===== src/rtl/core/bpc_pkg.sv =====
// Shared types, constants and helpers for the barometric compensation block.
// Used by every module under rtl/core; has no dependencies of its own.
`default_nettype none

package bpc_pkg;

    localparam int DIV_STAGES  = 32;
    localparam int QUEUE_DEPTH = 4;
    localparam int QPTR_W      = $clog2(QUEUE_DEPTH);
    localparam int ADDR_W      = 5;
    localparam int REG_IDX_W   = 3;

    // Register indexes on the configuration port.
    typedef enum logic [REG_IDX_W-1:0] {
        REG_AC1_AC2 = 3'd0,
        REG_AC3_AC4 = 3'd1,
        REG_AC5_AC6 = 3'd2,
        REG_B1_B2   = 3'd3,
        REG_MC_MD   = 3'd4
    } reg_idx_t;

    localparam logic [31:0] C_TEMP_OFS  = 32'd8;
    localparam logic [31:0] C_B6_OFS    = 32'd4000;
    localparam logic [31:0] C_ROUND2    = 32'd2;
    localparam logic [31:0] C_AC4_OFS   = 32'd32768;
    localparam logic [31:0] C_UP_SCALE  = 32'd50000;
    localparam logic [31:0] C_P_SQ      = 32'd3038;
    localparam logic [31:0] C_P_LIN     = 32'hFFFF_E343; // -7357
    localparam logic [31:0] C_P_OFS     = 32'd3791;

    // Packed calibration words as written through the configuration port.
    typedef struct packed {
        logic [31:0] ac1_ac2;
        logic [31:0] ac3_ac4;
        logic [31:0] ac5_ac6;
        logic [31:0] b1_b2;
        logic [31:0] mc_md;
    } cal_t;

    // Context that travels beside the temperature divider.
    typedef struct packed {
        logic        vld;
        logic        err;
        logic        neg;
        logic [31:0] x1;
        logic [15:0] up;
    } div1_side_t;

    // Context that travels beside the pressure divider.
    typedef struct packed {
        logic        vld;
        logic        err;
        logic        big;
        logic [15:0] t;
    } div2_side_t;

    function automatic logic [31:0] sext16(input logic [15:0] x);
        return {{16{x[15]}}, x};
    endfunction

    // Signed division by 2**k truncating toward zero.
    function automatic logic [31:0] sdiv_pow2(input logic [31:0] a, input logic [4:0] k);
        logic [31:0] bias;
        logic [31:0] sum;
        bias = a[31] ? ((32'd1 << k) - 32'd1) : 32'd0;
        sum  = a + bias;
        return $unsigned($signed(sum) >>> k);
    endfunction

endpackage

`default_nettype wire


===== src/rtl/core/bpc_queue.sv =====
// Input side: accepts raw sample pairs into a short queue for the datapath.
// Depends on bpc_pkg.
`default_nettype none

module bpc_queue (
    input  wire logic        aclk,
    input  wire logic        aresetn,
    input  wire logic        s_valid,
    output logic             s_ready,
    input  wire logic [15:0] s_raw_temperature,
    input  wire logic [15:0] s_raw_pressure,
    input  wire logic        pop,
    output logic             q_valid,
    output logic [15:0]      q_ut,
    output logic [15:0]      q_up
);

    localparam int CNT_W = bpc_pkg::QPTR_W + 1;

    logic [15:0] ut_mem_reg [0:bpc_pkg::QUEUE_DEPTH-1];
    logic [15:0] up_mem_reg [0:bpc_pkg::QUEUE_DEPTH-1];
    logic [bpc_pkg::QPTR_W-1:0] wr_ptr_reg, rd_ptr_reg;
    logic [CNT_W-1:0] count_reg, count_next;
    logic push, do_pop;

    assign s_ready = (count_reg != CNT_W'(bpc_pkg::QUEUE_DEPTH));
    assign q_valid = (count_reg != '0);
    assign push    = s_valid && s_ready;
    assign do_pop  = pop && q_valid;
    assign q_ut    = ut_mem_reg[rd_ptr_reg];
    assign q_up    = up_mem_reg[rd_ptr_reg];

    always_comb begin
        count_next = count_reg;
        if (push && !do_pop) begin
            count_next = count_reg + CNT_W'(1);
        end else if (!push && do_pop) begin
            count_next = count_reg - CNT_W'(1);
        end
    end

    always_ff @(posedge aclk) begin
        if (push) begin
            ut_mem_reg[wr_ptr_reg] <= s_raw_temperature;
            up_mem_reg[wr_ptr_reg] <= s_raw_pressure;
        end
    end

    always_ff @(posedge aclk) begin
        if (!aresetn) begin
            wr_ptr_reg <= '0;
            rd_ptr_reg <= '0;
            count_reg  <= '0;
        end else begin
            if (push) begin
                wr_ptr_reg <= wr_ptr_reg + bpc_pkg::QPTR_W'(1);
            end
            if (do_pop) begin
                rd_ptr_reg <= rd_ptr_reg + bpc_pkg::QPTR_W'(1);
            end
            count_reg <= count_next;
        end
    end

endmodule

`default_nettype wire


===== config.mk =====
export PLATFORM = sky130hd
export DESIGN_NAME = bpc_queue
export DESIGN_NICKNAME = d
export VERILOG_FILES = /design/src/rtl/core/bpc_pkg.sv /design/src/rtl/core/bpc_queue.sv
export SDC_FILE = /design/constraint.sdc
export NUM_CORES = 1
export LEC_CHECK = 0
export BUFFER_PORTS_ARGS = -buffer_cell sky130_fd_sc_hd__buf_2
export CAP_MARGIN = 40
export CORE_UTILIZATION = 44
export CTS_CLUSTER_DIAMETER = 120
export DETAILED_ROUTE_END_ITERATION = 8
export PLACE_DENSITY = 0.66
export SLEW_MARGIN = 20
export SYNTH_ARGS = -nofsm -noshare
export SYNTH_HDL_FRONTEND = slang
export SYNTH_SLANG_ARGS = --single-unit

===== constraint.sdc =====
create_clock -name aclk -period 2.03 [get_ports aclk]
set_input_delay 0.406 -clock aclk [delete_from_list [all_inputs] [get_ports aclk]]
set_output_delay 0.406 -clock aclk [all_outputs]
set_load 0.01 [all_outputs]

# Word-level counts from Yosys, hierarchy flattened
# Memories as Yosys holds them, arrays and structs flattened. A register that Yosys moved wholly into a read port is not among the register bits.
# Index checks and enable logic that the tools add are counted.
dict set report word_totals {
  reg_bits 7
  latch_bits 0
  ramBits 128
  rom_bits 0
  inputBits 36
  output_inout_bits 34
  word_cells 26
  memories 2
}
# memory words word_bits read_ports rd_clocked_by_memory_dff wr line_no
set memory_table {}
lappend memory_table {up_mem_reg 4 16 1 1 1 bpc_queue.sv:21} ;# logic [15:0] up_mem_reg [0:bpc_pkg::QUEUE_DEPTH-1];
lappend memory_table {ut_mem_reg 4 16 1 1 1 bpc_queue.sv:20} ;# logic [15:0] ut_mem_reg [0:bpc_pkg::QUEUE_DEPTH-1];
dict set report op_classes {
  n_addsub 4
  n_mul 0
  div 0
  magnitude_cmp 0
  eq_ne 1
  shifts 0
  muxes 8
  bitwise_logic 0
  n_reduce_logical 8
}
# cell count
set ops {}
lappend ops {{$mux W2} 4}
lappend ops {{$mux W3} 2}
lappend ops {{$add A2 B1 Y2 const B} 2}
lappend ops {{$logic_and A1 B1 Y1} 4}
lappend ops {{$add A3 B1 Y3 const B} 1}
lappend ops {{$ne A3 B3 Y1 const B} 1}
lappend ops {{$reduce_bool A3 Y1} 1}
lappend ops {{$sub A3 B1 Y3 const B} 1}
lappend ops {{$logic_not A1 Y1} 2}
lappend ops {{$mux W1} 2}
lappend ops {{$reduce_bool A2 Y1} 1}

# Depth between registers and ports, before layout
dict set report logic_depth {
  ltp_word 6
  ltp_mapped 8
  mapped_depth_nobuf 8
}

# Least setup slack after synthesis
# Ideal clock, no wire load.
dict set report synth_path {
  path_kind {register -> register}
  start {register count_reg[0]}
  end {register count_reg[2]}
  setup_ps 76
  arrival_time_ps 2038
  required_time_ps 1954
  path_slack_ps -83
  stages_incl_launch_ff 9
  path_buffers 0
  synth_period_minus_slack_ps 2113
  path_cell_list {dfxtp_1 nor2_1 a21boi_2 ha_1 inv_1 fa_1 xor2_1 or3_1 a21boi_0}
}
dict set report synth_between {
  elab_chain_cells 5
  elab_cells_between_ends 13
  cone_classes {add/sub (2); eq/ne (1); mux (2); reduce/logical (8)}
}
# element line_no
set synth_rtl {}
lappend synth_rtl {{start, declared} bpc_queue.sv:23} ;# logic [CNT_W-1:0] count_reg, count_next;
lappend synth_rtl {{start signal, assigned} bpc_queue.sv:61} ;# count_reg <= count_next;
lappend synth_rtl {{$ne A3 B3 Y1 (*)} bpc_queue.sv:26} ;# assign s_ready = (count_reg != CNT_W'(bpc_pkg::QUEUE_DEPTH));
lappend synth_rtl {{$logic_and A1 B1 Y1 (*)} bpc_queue.sv:28} ;# assign push = s_valid && s_ready;
lappend synth_rtl {{via push} bpc_queue.sv:24} ;# logic push, do_pop;
lappend synth_rtl {{$logic_not A1 Y1} bpc_queue.sv:37} ;# end else if (!push && do_pop) begin
lappend synth_rtl {{$logic_and A1 B1 Y1} bpc_queue.sv:37}
lappend synth_rtl {{$reduce_bool A2 Y1 (no source line)} -}
# The timed path passes the listed nets; every way through them passes the cells marked *. The select of a mux whose other input is x is not followed.
# A chain may end at the register's enable or synchronous reset.

==> Flow_metrics.wiki <==
{| class="wikitable"
! Metric !! Value
|-
| Proportion of power drawn by flip-flops and latches || 41.9%
|-
| Fraction of met1 tracks used by global routing || 17.4%
|-
| Cell chosen for the clock root || sky130_fd_sc_hd__clkbuf_16
|-
| Number of warnings reported in the yosys synthesis log || 0
|-
| Hold Path Class || input pin to flop
|-
| Wirelength, routed || 8.58 mm
|-
| Post-synthesis cell type with the largest combined area || sky130_fd_sc_hd__edfxtp_1
|-
| Cell-internal power || 6450 uW
|-
| Crit Path Max Fanout || 7
|-
| Core Util, Final || 56.7%
|-
| Routability-driven placement congestion ratio || 0.698
|-
| Most area-consuming cells after synthesis || sky130_fd_sc_hd__edfxtp_1 (75%), sky130_fd_sc_hd__mux4_2 (13%), sky130_fd_sc_hd__dfxtp_1 (3.5%), sky130_fd_sc_hd__ha_1 (1.2%), sky130_fd_sc_hd__buf_12 (1.2%)
|-
| Routing usage on met3 || 6.11%
|-
| Grt met2 use || 25.1%
|-
| Die Y || 110 um
|-
| IO Count || 70
|-
| Clk_lat worst skew || 410 ps
|-
| Post-synth cell types || 24
|-
| Num rows || 39
|-
| Share of the synthesized area in the top cell type || 74.6%
|-
| # clock sinks || 137
|-
| Number of cells produced by synthesis || 215
|-
| Clock tree from TritonCTS || done
|-
| Most Crowded Layer GR || met2
|-
| Register-to-register setup slack || 80 ps
|-
| Width of the chip || 110 um
|-
| Area of the die || 12100 um^2
|-
| Number of pins with negative max-slew slack in the final report || 0
|-
| Vias per std cell || 5.11
|-
| Sw Pwr || 2120 uW
|-
| Max-cap violations || 0
|-
| Max VDD drop || 0.673 mV
|-
| Length in cells of the worst reg-to-reg path || 7
|-
| Actual slew at the worst max-slew pin || 302 ps
|-
| Post-Place Worst Slack || 24.9 ps
|-
| Nets || 358
|-
| Arithmetic-cell share of the synthesized area counting full adders, half adders and majority gates || 1.60%
|-
| Cell Area, Synth || 5150 um^2
|-
| Average wire per standard cell || 18.2 um
|-
| Setup Crit Path Kind || flop to output port
|-
| Unrepaired setup endpoints after global routing || yes
|-
| Minimum clock period || 2120 ps
|-
| # placed instances || 432
|-
| Number of antenna diodes || 0
|-
| Crit share post-route || 105%
|-
| Clock buffers created by TritonCTS || 17
|-
| Power density of the placed cells || 1320 nW/um^2
|-
| Area of the core region || 11400 um^2
|-
| Largest family of logic cells by synthesized area || multiplexers
|-
| Drt drc || 0
|-
| Residual antenna-violating net count after detailed routing || 0
|-
| Data required time at the worst endpoint || 1620 ps
|-
| Mapped Avg Cell Area || 24.0 um^2
|-
| Arrival time at the worst endpoint || 1720 ps
|-
| Proportion of synthesized chip area in sequential cells || 78.1%
|-
| Most common cell after layout, fill and taps aside || sky130_fd_sc_hd__edfxtp_1
|-
| Sort of element at the start of the critical path || flop
|-
| Buffers added on ports || 69
|-
| Comb pwr share || 27.2%
|-
| First-pass iteration count of the detailed router || 4
|-
| Depth of the CTS H-tree || 4
|-
| Post-route worst setup slack || -93.9 ps
|-
| Type of destination of the critical path || output port
|-
| Layout cell share with drive strength beyond 1 || 47.1%
|-
| Worst-case clock skew || 3.76 ps
|-
| Number of design-rule violations left by the first detailed-router iteration || 88
|-
| Post-synthesis net count || 257
|-
| Half-perimeter wire length after detailed placement || 5.15 mm
|-
| TNS Setup || -1570 ps
|-
| Synth Area in Simple Gates || 1.77%
|-
| Total global-route track usage || 15.3%
|-
| Flip-flop and latch count after synthesis || 137
|-
| Multiplexer fraction of the synthesized cell area || 14.7%
|-
| Initial core utilization || 45.1%
|-
| Total overflow reported by the global router || 0
|-
| Largest net degree at the start of global routing || 33
|-
| Area grow syn2layout || 25.6%
|-
| Max-slew headroom || 79.9%
|-
| Static leakage || 0.00224 uW
|-
| Initial antenna violation count || 0
|-
| Endpoint of the worst register-to-register path || count_reg[2]
|-
| Termination of the worst setup path || q_up[9]
|-
| Non-Filler Instances || 470
|-
| Switching share of power || 24.8%
|-
| Most used cells in the layout excluding fill and tap cells || sky130_fd_sc_hd__edfxtp_1 (128), sky130_fd_sc_hd__buf_2 (49), sky130_fd_sc_hd__mux4_2 (32)
|-
| Global-route wire length before repair || 12.6 mm
|-
| Synth Area in Compound Gates || 1.19%
|-
| XOR/XNOR Fraction of Synth Area || 0.680%
|-
| Reg2Reg Launch Point || count_reg[0]
|-
| Total via count after detailed routing || 2403
|-
| Worst-case hold slack || 210 ps
|-
| Clock slew at the register clock pins of the worst setup and hold paths || 50 ps
|-
| Total of endpoints with negative setup slack in the final report || 30
|-
| Vias in the first global route || 2416
|-
| Max clock buf depth || 2
|-
| Status || finished, violations left
|-
| Violations in the final reports || setup timing
|-
| Maximum achievable frequency || 471 MHz
|-
| Clock network fraction of design power || 30.9%
|-
| Fillcell total || 875
|-
| Hold violation total from the final report || 0
|}
-- through the flow --
step	cell area (um^2)	power [uW]
finish	6470	8570
global route	6470	9000
CTS	6270	8280
detailed placement	5730	5550
global placement	5730	5510
floorplan	5160	4920
-- cell type report --
| type | count | area [um^2] | share of cell area [%] |
|---|---|---|---|
| clock buffer | 24 | 452 | 6.98 |
| clock inverter | 6 | 51.3 | 0.793 |
| tap | 143 | 179 | 2.76 |
| multi-input combinational | 67 | 1030 | 15.9 |
| inverter | 3 | 11.3 | 0.174 |
| sequential | 137 | 4040 | 62.4 |
| timing repair buffer | 90 | 713 | 11.0 |
-- logic make-up after synthesis --
| kind of cell | count (synthesis) |
|---|---|
| mux | 35 |
| flops | 137 |
| simple gates | 17 |
| fa+ha+maj | 6 |
| buf+inv | 11 |
| compound gates | 5 |
| xor+xnor | 4 |
-- metal layers --
layer	wire length (um)	vias up
met4	209	0
met2	4400	59
met3	470	16
met1	3500	1232
met5	0	-
li1	-	1096
-- worst max-delay path, stage by stage (launching register included) --
cell and delay (ps):
sky130_fd_sc_hd__dfxtp_4 370, sky130_fd_sc_hd__buf_12 120, sky130_fd_sc_hd__clkbuf_16 160, sky130_fd_sc_hd__mux4_2 510, sky130_fd_sc_hd__buf_6 140
-- power groups by stage --
stage / Sequential, uW / Clock [uW] / Combinational [uW]
4_1_cts: 3610 / 2720 / 1950
6_report: 3590 / 2650 / 2330
5_1_grt: 3620 / 2830 / 2550
3_5_place_dp: 3660 / 0 / 1880
2_1_floorplan: 3600 / 0 / 1320
3_3_place_gp: 3640 / 0 / 1860
-- repair_timing --
action / 4_1_cts / 5_1_grt
setup buffers: 0 / 7
resized for setup: 6 / 27
endpoints found under the setup margin: 32 / 30
pin swaps: 0 / 2
gates cloned: 0 / 2
hold buffers: 0 / 0
-- Yosys cell counts, drive strengths merged --
| cell type | instances |
|---|---|
| a21boi | 2 |
| and2 | 8 |
| buf | 7 |
| clkbuf | 1 |
| dfxtp | 9 |
| edfxtp | 128 |
| fa | 1 |
| ha | 5 |
| inv | 3 |
| mux2i | 3 |
| mux4 | 32 |
| nand2 | 5 |
| nor2 | 1 |
| nor2b | 1 |
| o21ai | 1 |
| o311ai | 1 |
| o31ai | 1 |
| or3 | 2 |
| xnor2 | 3 |
| xor2 | 1 |
-- how the worst min path moves through the flow --
stage | slack, ps | start | endpoint | depth (start not counted)
after detailed placement | 500 | wr_ptr_reg[0] | wr_ptr_reg[0] | 2
after global routing | 190 | s_raw_temperature[7] | ut_mem_reg[2][7] | 1
final | 210 | s_raw_temperature[7] | ut_mem_reg[2][7] | 1
after CTS | 190 | s_raw_temperature[7] | ut_mem_reg[2][7] | 1
after global placement | 490 | wr_ptr_reg[1] | wr_ptr_reg[1] | 2
after floorplan | 470 | wr_ptr_reg[1] | wr_ptr_reg[1] | 2
Power figures use the tool's default switching activity.
