**config.mk**
```make
export PLATFORM = sky130hd
export DESIGN_NAME = bpc_regs
export DESIGN_NICKNAME = d
export VERILOG_FILES = /design/src/rtl/core/bpc_pkg.sv /design/src/rtl/core/bpc_regs.sv
export SDC_FILE = /design/constraint.sdc
export NUM_CORES = 1
export LEC_CHECK = 0
export BUFFER_PORTS_ARGS = -buffer_cell sky130_fd_sc_hd__buf_2
export CORE_MARGIN = 2
export CORE_UTILIZATION = 46
export CTS_CLUSTER_SIZE = 12
export DETAILED_ROUTE_END_ITERATION = 8
export PLACE_DENSITY = 0.76
export SKIP_CTS_REPAIR_TIMING = 1
export SLEW_MARGIN = 20
export SYNTH_ARGS = -nofsm -noshare
export SYNTH_HDL_FRONTEND = slang
export SYNTH_SLANG_ARGS = --single-unit
```
**constraint.sdc**
```tcl
create_clock -name aclk -period 1.4 [get_ports aclk]
set_clock_uncertainty 0.1 [all_clocks]
set_input_delay 0.14 -clock aclk [delete_from_list [all_inputs] [get_ports aclk]]
set_output_delay 0.14 -clock aclk [all_outputs]
set_load 0.01 [all_outputs]
```
**src/rtl/core/bpc_pkg.sv**
```systemverilog
// Shared types, constants and helpers for the barometric compensation block.
// Used by every module under rtl/core; has no dependencies of its own.
`default_nettype none

package bpc_pkg;

    localparam int DIV_STAGES  = 32;
    localparam int QUEUE_DEPTH = 4;
    localparam int QPTR_W      = $clog2(QUEUE_DEPTH);
    localparam int ADDR_W      = 5;
    localparam int REG_IDX_W   = 3;

    // Register indexes on the configuration port.
    typedef enum logic [REG_IDX_W-1:0] {
        REG_AC1_AC2 = 3'd0,
        REG_AC3_AC4 = 3'd1,
        REG_AC5_AC6 = 3'd2,
        REG_B1_B2   = 3'd3,
        REG_MC_MD   = 3'd4
    } reg_idx_t;

    localparam logic [31:0] C_TEMP_OFS  = 32'd8;
    localparam logic [31:0] C_B6_OFS    = 32'd4000;
    localparam logic [31:0] C_ROUND2    = 32'd2;
    localparam logic [31:0] C_AC4_OFS   = 32'd32768;
    localparam logic [31:0] C_UP_SCALE  = 32'd50000;
    localparam logic [31:0] C_P_SQ      = 32'd3038;
    localparam logic [31:0] C_P_LIN     = 32'hFFFF_E343; // -7357
    localparam logic [31:0] C_P_OFS     = 32'd3791;

    // Packed calibration words as written through the configuration port.
    typedef struct packed {
        logic [31:0] ac1_ac2;
        logic [31:0] ac3_ac4;
        logic [31:0] ac5_ac6;
        logic [31:0] b1_b2;
        logic [31:0] mc_md;
    } cal_t;

    // Context that travels beside the temperature divider.
    typedef struct packed {
        logic        vld;
        logic        err;
        logic        neg;
        logic [31:0] x1;
        logic [15:0] up;
    } div1_side_t;

    // Context that travels beside the pressure divider.
    typedef struct packed {
        logic        vld;
        logic        err;
        logic        big;
        logic [15:0] t;
    } div2_side_t;

    function automatic logic [31:0] sext16(input logic [15:0] x);
        return {{16{x[15]}}, x};
    endfunction

    // Signed division by 2**k truncating toward zero.
    function automatic logic [31:0] sdiv_pow2(input logic [31:0] a, input logic [4:0] k);
        logic [31:0] bias;
        logic [31:0] sum;
        bias = a[31] ? ((32'd1 << k) - 32'd1) : 32'd0;
        sum  = a + bias;
        return $unsigned($signed(sum) >>> k);
    endfunction

endpackage

`default_nettype wire

```
**src/rtl/core/bpc_regs.sv**
```systemverilog
// Calibration register file behind the APB-style configuration port.
// Depends on bpc_pkg.
`default_nettype none

module bpc_regs (
    input  wire logic                       aclk,
    input  wire logic                       aresetn,
    input  wire logic                       psel,
    input  wire logic                       penable,
    input  wire logic                       pwrite,
    input  wire logic [bpc_pkg::ADDR_W-1:0] paddr,
    input  wire logic [31:0]                pwdata,
    output logic [31:0]                     prdata,
    output logic                            pready,
    output bpc_pkg::cal_t                   cal
);

    bpc_pkg::cal_t cal_reg;
    bpc_pkg::cal_t cal_next;
    logic [bpc_pkg::REG_IDX_W-1:0] idx;

    assign idx    = paddr[bpc_pkg::ADDR_W-1:2];
    assign pready = 1'b1;
    assign cal    = cal_reg;

    always_comb begin
        cal_next = cal_reg;
        if (psel && penable && pwrite) begin
            unique case (idx)
                bpc_pkg::REG_AC1_AC2: cal_next.ac1_ac2 = pwdata;
                bpc_pkg::REG_AC3_AC4: cal_next.ac3_ac4 = pwdata;
                bpc_pkg::REG_AC5_AC6: cal_next.ac5_ac6 = pwdata;
                bpc_pkg::REG_B1_B2:   cal_next.b1_b2   = pwdata;
                bpc_pkg::REG_MC_MD:   cal_next.mc_md   = pwdata;
                default:              cal_next         = cal_reg;
            endcase
        end
    end

    always_comb begin
        unique case (idx)
            bpc_pkg::REG_AC1_AC2: prdata = cal_reg.ac1_ac2;
            bpc_pkg::REG_AC3_AC4: prdata = cal_reg.ac3_ac4;
            bpc_pkg::REG_AC5_AC6: prdata = cal_reg.ac5_ac6;
            bpc_pkg::REG_B1_B2:   prdata = cal_reg.b1_b2;
            bpc_pkg::REG_MC_MD:   prdata = cal_reg.mc_md;
            default:              prdata = 32'd0;
        endcase
    end

    always_ff @(posedge aclk) begin
        if (!aresetn) begin
            cal_reg <= '0;
        end else begin
            cal_reg <= cal_next;
        end
    end

endmodule

`default_nettype wire

```
Word-level counts from Yosys, hierarchy flattened:

Cells that the tools add are included.

* input bits: 42
* logic and storage cells: 18
* register bits: 160
* output and inout bits: 193

* eq/ne operators: 4
* reduce and logical (&&, ||, !) cells: 8
* muxes and demuxes: 1

Operators by type and width (number)
* $pmux 32 s5: 1
* $reduce_and 2->1: 5
* $eq 3x2->1 const B: 2
* $eq 3x1->1 const B: 1
* $eq 3x3->1 const B: 1
* $logic_not 3->1: 1
* $logic_and 1x1->1: 2

Depth between registers and ports, before layout:

Gate-level depths: netlist of the first run.

* depth in word-level cells: 3
* gate-level depth with buffers: 6
* depth with buffers taken out: 3

Least setup slack after synthesis of the first run:

No wires, ideal clock.

* path kind: input to output
* start: input paddr[2] in the netlist's numbering
* end: output prdata[10]
* data arrival time: 1.147 ns
* setup slack: 0.013 ns
* path buffers: 2
* required time: 1.160 ns
* cell stages on the path: 5
* cell sequence: buf_2 > nand2b_1 > nor2_1 > clkbuf_1 > a221o_1

* cells in the longest elaborated chain, start to end: 2
* elaborated cells on any way between the ends: 6
* classes of those cells: eq/ne: 4; mux: 1; reduce/logical: 1

RTL lines
* from (decl): line bpc_regs.sv:11 `input wire logic [bpc_pkg::ADDR_W-1:0] paddr,`
* $eq 3x3->1 (tied with other cells): line bpc_regs.sv:41 `unique case (idx)`
* $pmux 32 s5 (*): line bpc_regs.sv:41
* to (decl): line bpc_regs.sv:13 `output logic [31:0] prdata,`

Mark *: on every way between the ends. The rest lies on a longest branch, timed or not.

Worst setup path in the final report of the first run:

* start: input paddr[4] in the netlist's numbering
* end: output prdata[31]

Same word-level chain as after synthesis.

==> run metrics, run 1 <==
Register Area=0.003266 sq mm; Fin Hold WS=-30.98 ps; Pwr Total=10040 uW; maximum clock path buffer count=2; r2r setup slk=610 ps; Slowest Stage Delay on Critical Path=280 ps; gr busiest metal=met2; H-tree depth=4; worst ir drop on vdd=0.7653 mV; GRT Residual Overflow=0; initial antenna violation count=0; All-Layer GR Usage=24.04%; first-pass GRT wire length=30.52 mm; vias per cell=5.397; # diodes=0; Setup crit end=prdata[31]; post-synth top area cell=dfxtp_1; mapped cell area=0.006938 sq mm; main area contributors after synthesis=dfxtp_1, mux2i_1, nand2_1, a221o_1, o2bb2ai_1; Fmax=595.5 MHz; DRT Pass-1 Iters=4; vias in the first global route=5691; post-synth top area share=46.17%; final worst-path cycle share=119.9%; post-DP HPWL=13.64 mm; Worst Reg-to-Reg Cells=3; most used cell, CP=buf_4; cell count after synthesis=683; placed inst area=0.008458 sq mm; GRT met1 Usage=30.17%; Max Cap Violations=0; Final Hold Fails=60; met3 GRT Util=5.230%; layout filler cell count=1198; die extent in x=126.8 um; multi-input logic area=0.003417 sq mm; routability cong.=0.7861; Detail Route Antenna Nets=0; DRC errors left=0; worst reg2reg endpoint=cal[124]; Largest register FFs=160; vias=6179; pwr/cell area=1056 mW/mm^2; Initial Utilization=47.38%; CP startpoint=paddr[4]; io pins=235; CP required=1160 ps; die area=0.01608 sq mm; post-synthesis sequential area ratio=46.17%; Hold Crit Class=input port to register; post-route cell area=0.009505 sq mm; Layout Utilization=64.91%; maximum fanout along the worst path=8; P_leak=0.004371 uW; Initial DRC Count=345; Final WS setup=-279.2 ps; Seq cells post-synth=160; Synth cell types=27; share of post-route cells with drive strength above 1=40.06%; Num CTS Buffers=17; final setup fails=32; Core ar.=0.01464 sq mm; CP endpoint kind=output port; r2r startpoint=cal[124]; largest net degree at the start of global routing=57; Worst setup SP type=input port; Root Buffer=clkbuf_16; met2 usage=40.80%; clk sinks=160; die height=126.8 um; clock slew at reported path FFs=60 ps; crit-path cells=buf_4 -> buf_4 -> nor3b_4 -> buf_6 -> clkbuf_16 -> o2bb2ai_2 -> a221o_1 -> buf_2; fin nets=991; Area growth syn-to-layout=37.01%; Tmin final=1679 ps; Post-Syn Nets=725; clock latency on the worst-skew pair=420 ps; dpl ws=-434.6 ps; status=finished with violations; failing checks=negative hold slack, negative setup slack; Port Buffer Count=231; RSZ-0062 raised after global routing=true; CP Data Arrival Time=1440 ps; CTS tree=built; critical path class=input port to output port; Site Rows=44; drt wl/cell=18.37 um; Post-Route WL=21.03 mm; yosys warns=0; Slew Viols, Final=0; syn avg cell area=10.16 sq um; Worst path slowest cell=a221o_1
## Yosys cell counts
cell type / count
nand2_1: 194
mux2i_1: 191
dfxtp_1: 160
a221o_1: 31
o2bb2ai_1: 31
clkbuf_1: 28
buf_4: 14
buf_6: 7
buf_2: 5
buf_12: 3
nand2b_1: 2
nor2_1: 2
a22oi_1: 1
and3_1: 1
and4_1: 1
and4b_1: 1
buf_1: 1
conb_1: 1
mux2_2: 1
nand3b_1: 1
nand4b_1: 1
nor2_2: 1
nor3_1: 1
nor3b_1: 1
nor3b_4: 1
o21a_1: 1
o22ai_1: 1
## worst min path at each step
stage                from        to  slack (ps)  depth (start not counted)
2_1_floorplan   pwdata[0]  cal[128]         270                          2
4_1_cts           aresetn   cal[85]        -110                          3
5_1_grt        pwdata[16]  cal[144]         0.2                          3
3_5_place_dp      aresetn   cal[85]         340                          3
3_3_place_gp      aresetn   cal[53]         340                          3
6_report       pwdata[18]  cal[114]         -30                          3
## metal layers
metal  vias to the layer above  routed length, um  share of wire [%]
li1                       2935                  -                  -
met1                      3011               9135                 43
met2                       199              10280                 49
met3                        34               1163                5.5
met4                         0                452                2.1
met5                         -                  0                  0
## worst max-delay path, delay by kind of cell
kind                   cells  cell delay [ps]
buffers and inverters      5              740
AO/OA/AOI/OAI              2              420
AND/OR/NAND/NOR            1              140
## where the power goes
group / switching, uW / total [uW] / internal (uW)
registers: 27.5 / 4610 / 4590
logic: 399 / 683 / 284
clock network: 1890 / 4740 / 2850
## through the flow
stage / setup TNS, ps / hold slack, ps / cells
after floorplan: 0 / 265.3 / 683
after global placement: -31820 / 335.5 / 1080
after detailed placement: -35070 / 339.3 / 1080
after CTS: -13100 / -112.8 / 1111
after global routing: -8469 / 0.1846 / 1145
final: -7225 / -30.98 / 1145
## area by class of cell
cell class / count / share of cell area [%]
Clock buffer: 19 / 4.660
Clock inverter: 12 / 1.672
Multi-Input combinational cell: 466 / 35.95
Sequential cell: 160 / 34.36
Tap cell: 184 / 2.422
Timing Repair Buffer: 304 / 20.94
## cells in the final DEF, fill, tap and decap left out, types with 5 or more instances in the layout
cell	n
dfxtp_1	110
nand2_1	193
o2bb2ai_1	30
clkinvlp_4	5
buf_6	5
dfxtp_2	50
buf_4	39
mux2i_1	190
a221o_1	31
buf_12	17
buf_2	229
clkbuf_16	18
dlygate4sd3_1	13
## cell families after synthesis
logic type / after synthesis / share of synthesized area (%)
buffers and inverters: 58 / 5.446
multiplexers: 192 / 27.72
other: 1 / 0.05405
AND/OR/NAND/NOR: 207 / 11.92
flip-flops: 160 / 46.17
AO/OA/AOI/OAI: 65 / 8.693
Power figures use the tool's default switching activity.
==> run 2, diff against run 1 <==
==> constraint.sdc (replaced) <==
create_clock -name aclk -period 1.4 [get_ports aclk]
set_clock_uncertainty 0.1 [all_clocks]
set_input_delay 0.21 -clock aclk [delete_from_list [all_inputs] [get_ports aclk]]
set_output_delay 0.21 -clock aclk [all_outputs]
set_load 0.01 [all_outputs]
==> run 2 against run 1 <==
Compared with the run above: the run ends with negative setup slack left; count of clock-buffer cells in the layout is the same; flip-flop and latch count is the same; non-clock buffer count shrank 9; combinational power grew 2%; sequential power is essentially flat; wire length grew 1.4%; critical path type is now register to output port; largest power group unchanged.
==> run metrics, run 2 (synthesis gave the netlist of run 1 again) <==
CP Data Arrival Time=1420 ps; first-pass GRT wire length=30.63 mm; final setup fails=32; status=finished with violations; pwr/cell area=1103 mW/mm^2; initial antenna violation count=0; CP required=1090 ps; vias per cell=5.445; worst reg2reg endpoint=cal[57]; DRC errors left=0; H-tree depth=4; clock slew at reported path FFs=60 ps; Max Cap Violations=0; Hold Startpoint=aresetn; Fin Hold WS=38.33 ps; CP endpoint kind=output port; DRT Pass-1 Iters=5; share of post-route cells with drive strength above 1=42.50%; layout filler cell count=1189; GRT Residual Overflow=0; routability cong.=0.8017; Port Buffer Count=231; drt wl/cell=18.76 um; io pins=235; critical path class=register to output port; worst ir drop on vdd=0.7549 mV; Tmin final=1732 ps; Post-Route WL=21.33 mm; Hold Crit Class=input port to register; # diodes=0; clock latency on the worst-skew pair=410 ps; Core ar.=0.01464 sq mm; r2r startpoint=cal[57]; post-DP HPWL=13.57 mm; die height=126.8 um; Detail Route Antenna Nets=0; Area growth syn-to-layout=39.15%; CTS tree=built; vias in the first global route=5619; Worst setup SP type=register; fin nets=982; commonest non-fill, non-tap cell in the layout=buf_2; Fmax=577.5 MHz; Final Hold Fails=0; hold path endpoint=cal[67]; maximum clock path buffer count=2; Initial DRC Count=364; die extent in x=126.8 um; clk sinks=160; Final WS setup=-331.5 ps; die area=0.01608 sq mm; Cells after DPL=1083; RSZ-0062 raised after global routing=true; Root Buffer=clkbuf_16; Num CTS Buffers=17; largest net degree at the start of global routing=41; commonest non-fill, non-tap cells in the layout=buf_2, nand2_1, mux2i_1; All-Layer GR Usage=23.93%; WHS Path Cells=3; Initial Utilization=47.38%; P_leak=0.004438 uW; final worst-path cycle share=123.7%; Non-Filler Instances=1137; Register Area=0.003271 sq mm; r2r setup slk=580 ps; Slew Viols, Final=0; failing checks=negative setup slack; Largest register FFs=160; multi-input logic area=0.003490 sq mm; Site Rows=44; Worst Reg-to-Reg Cells=3; vias=6191; maximum fanout along the worst path=3
[run 2: where the power goes]
| part | internal (uW) | total [uW] | leakage, uW | switching [uW] |
|---|---|---|---|---|
| clock | 3450 | 5330 | 0.000334 | 1880 |
| sequential | 4590 | 4620 | 0.00132 | 28.2 |
| combinational | 285 | 699 | 0.00279 | 414 |
| total | 8320 | 10600 | 0.00444 | 2320 |
[run 2: worst max path at each step]
stage / start / endpoint
3_3_place_gp: paddr[2] / prdata[11]
4_1_cts: paddr[2] / prdata[15]
2_1_floorplan: paddr[2] / prdata[0]
6_report: cal[127] / prdata[31]
5_1_grt: cal[127] / prdata[31]
3_5_place_dp: paddr[2] / prdata[15]
[run 2: routing by layer]
| metal | vias up | share of wire [%] | track usage, % |
|---|---|---|---|
| li1 | 2924 | - | - |
| met1 | 3007 | 43 | 30.06 |
| met2 | 228 | 49 | 40.54 |
| met3 | 32 | 6.3 | 5.863 |
| met4 | 0 | 1.6 | 7.628 |
| met5 | - | 0 | 0 |
[run 2: worst max-delay path, stage by stage, from the launching register on]
cell and delay (ps):
dfxtp_2 340, mux2i_2 180, o2bb2ai_2 100, a221o_1 260, buf_2 140
[run 2: cell type report]
type	count	area share, %
Sequential cell	160	33.88
Timing Repair Buffer	295	20.49
Clock buffer	19	4.692
Tap cell	184	2.385
Clock inverter	13	2.411
Multi-Input combinational cell	466	36.15
[run 2: per-stage QoR]
| stage | util (%) | worst slack [ps] | setup TNS (ps) | cell area [sq um] | total power [uW] |
|---|---|---|---|---|---|
| 2_1_floorplan | - | 1.711 | 0 | 6978 | 5055 |
| 3_3_place_gp | 58.28 | -459.2 | -43580 | 8534 | 5320 |
| 3_5_place_dp | 58.28 | -516.4 | -50240 | 8534 | 5326 |
| 4_1_cts | 62.96 | -525.8 | -15850 | 9220 | 10610 |
| 5_1_grt | 65.93 | -382.5 | -10590 | 9654 | 10930 |
| 6_report | 65.93 | -331.5 | -9189 | 9654 | 10650 |
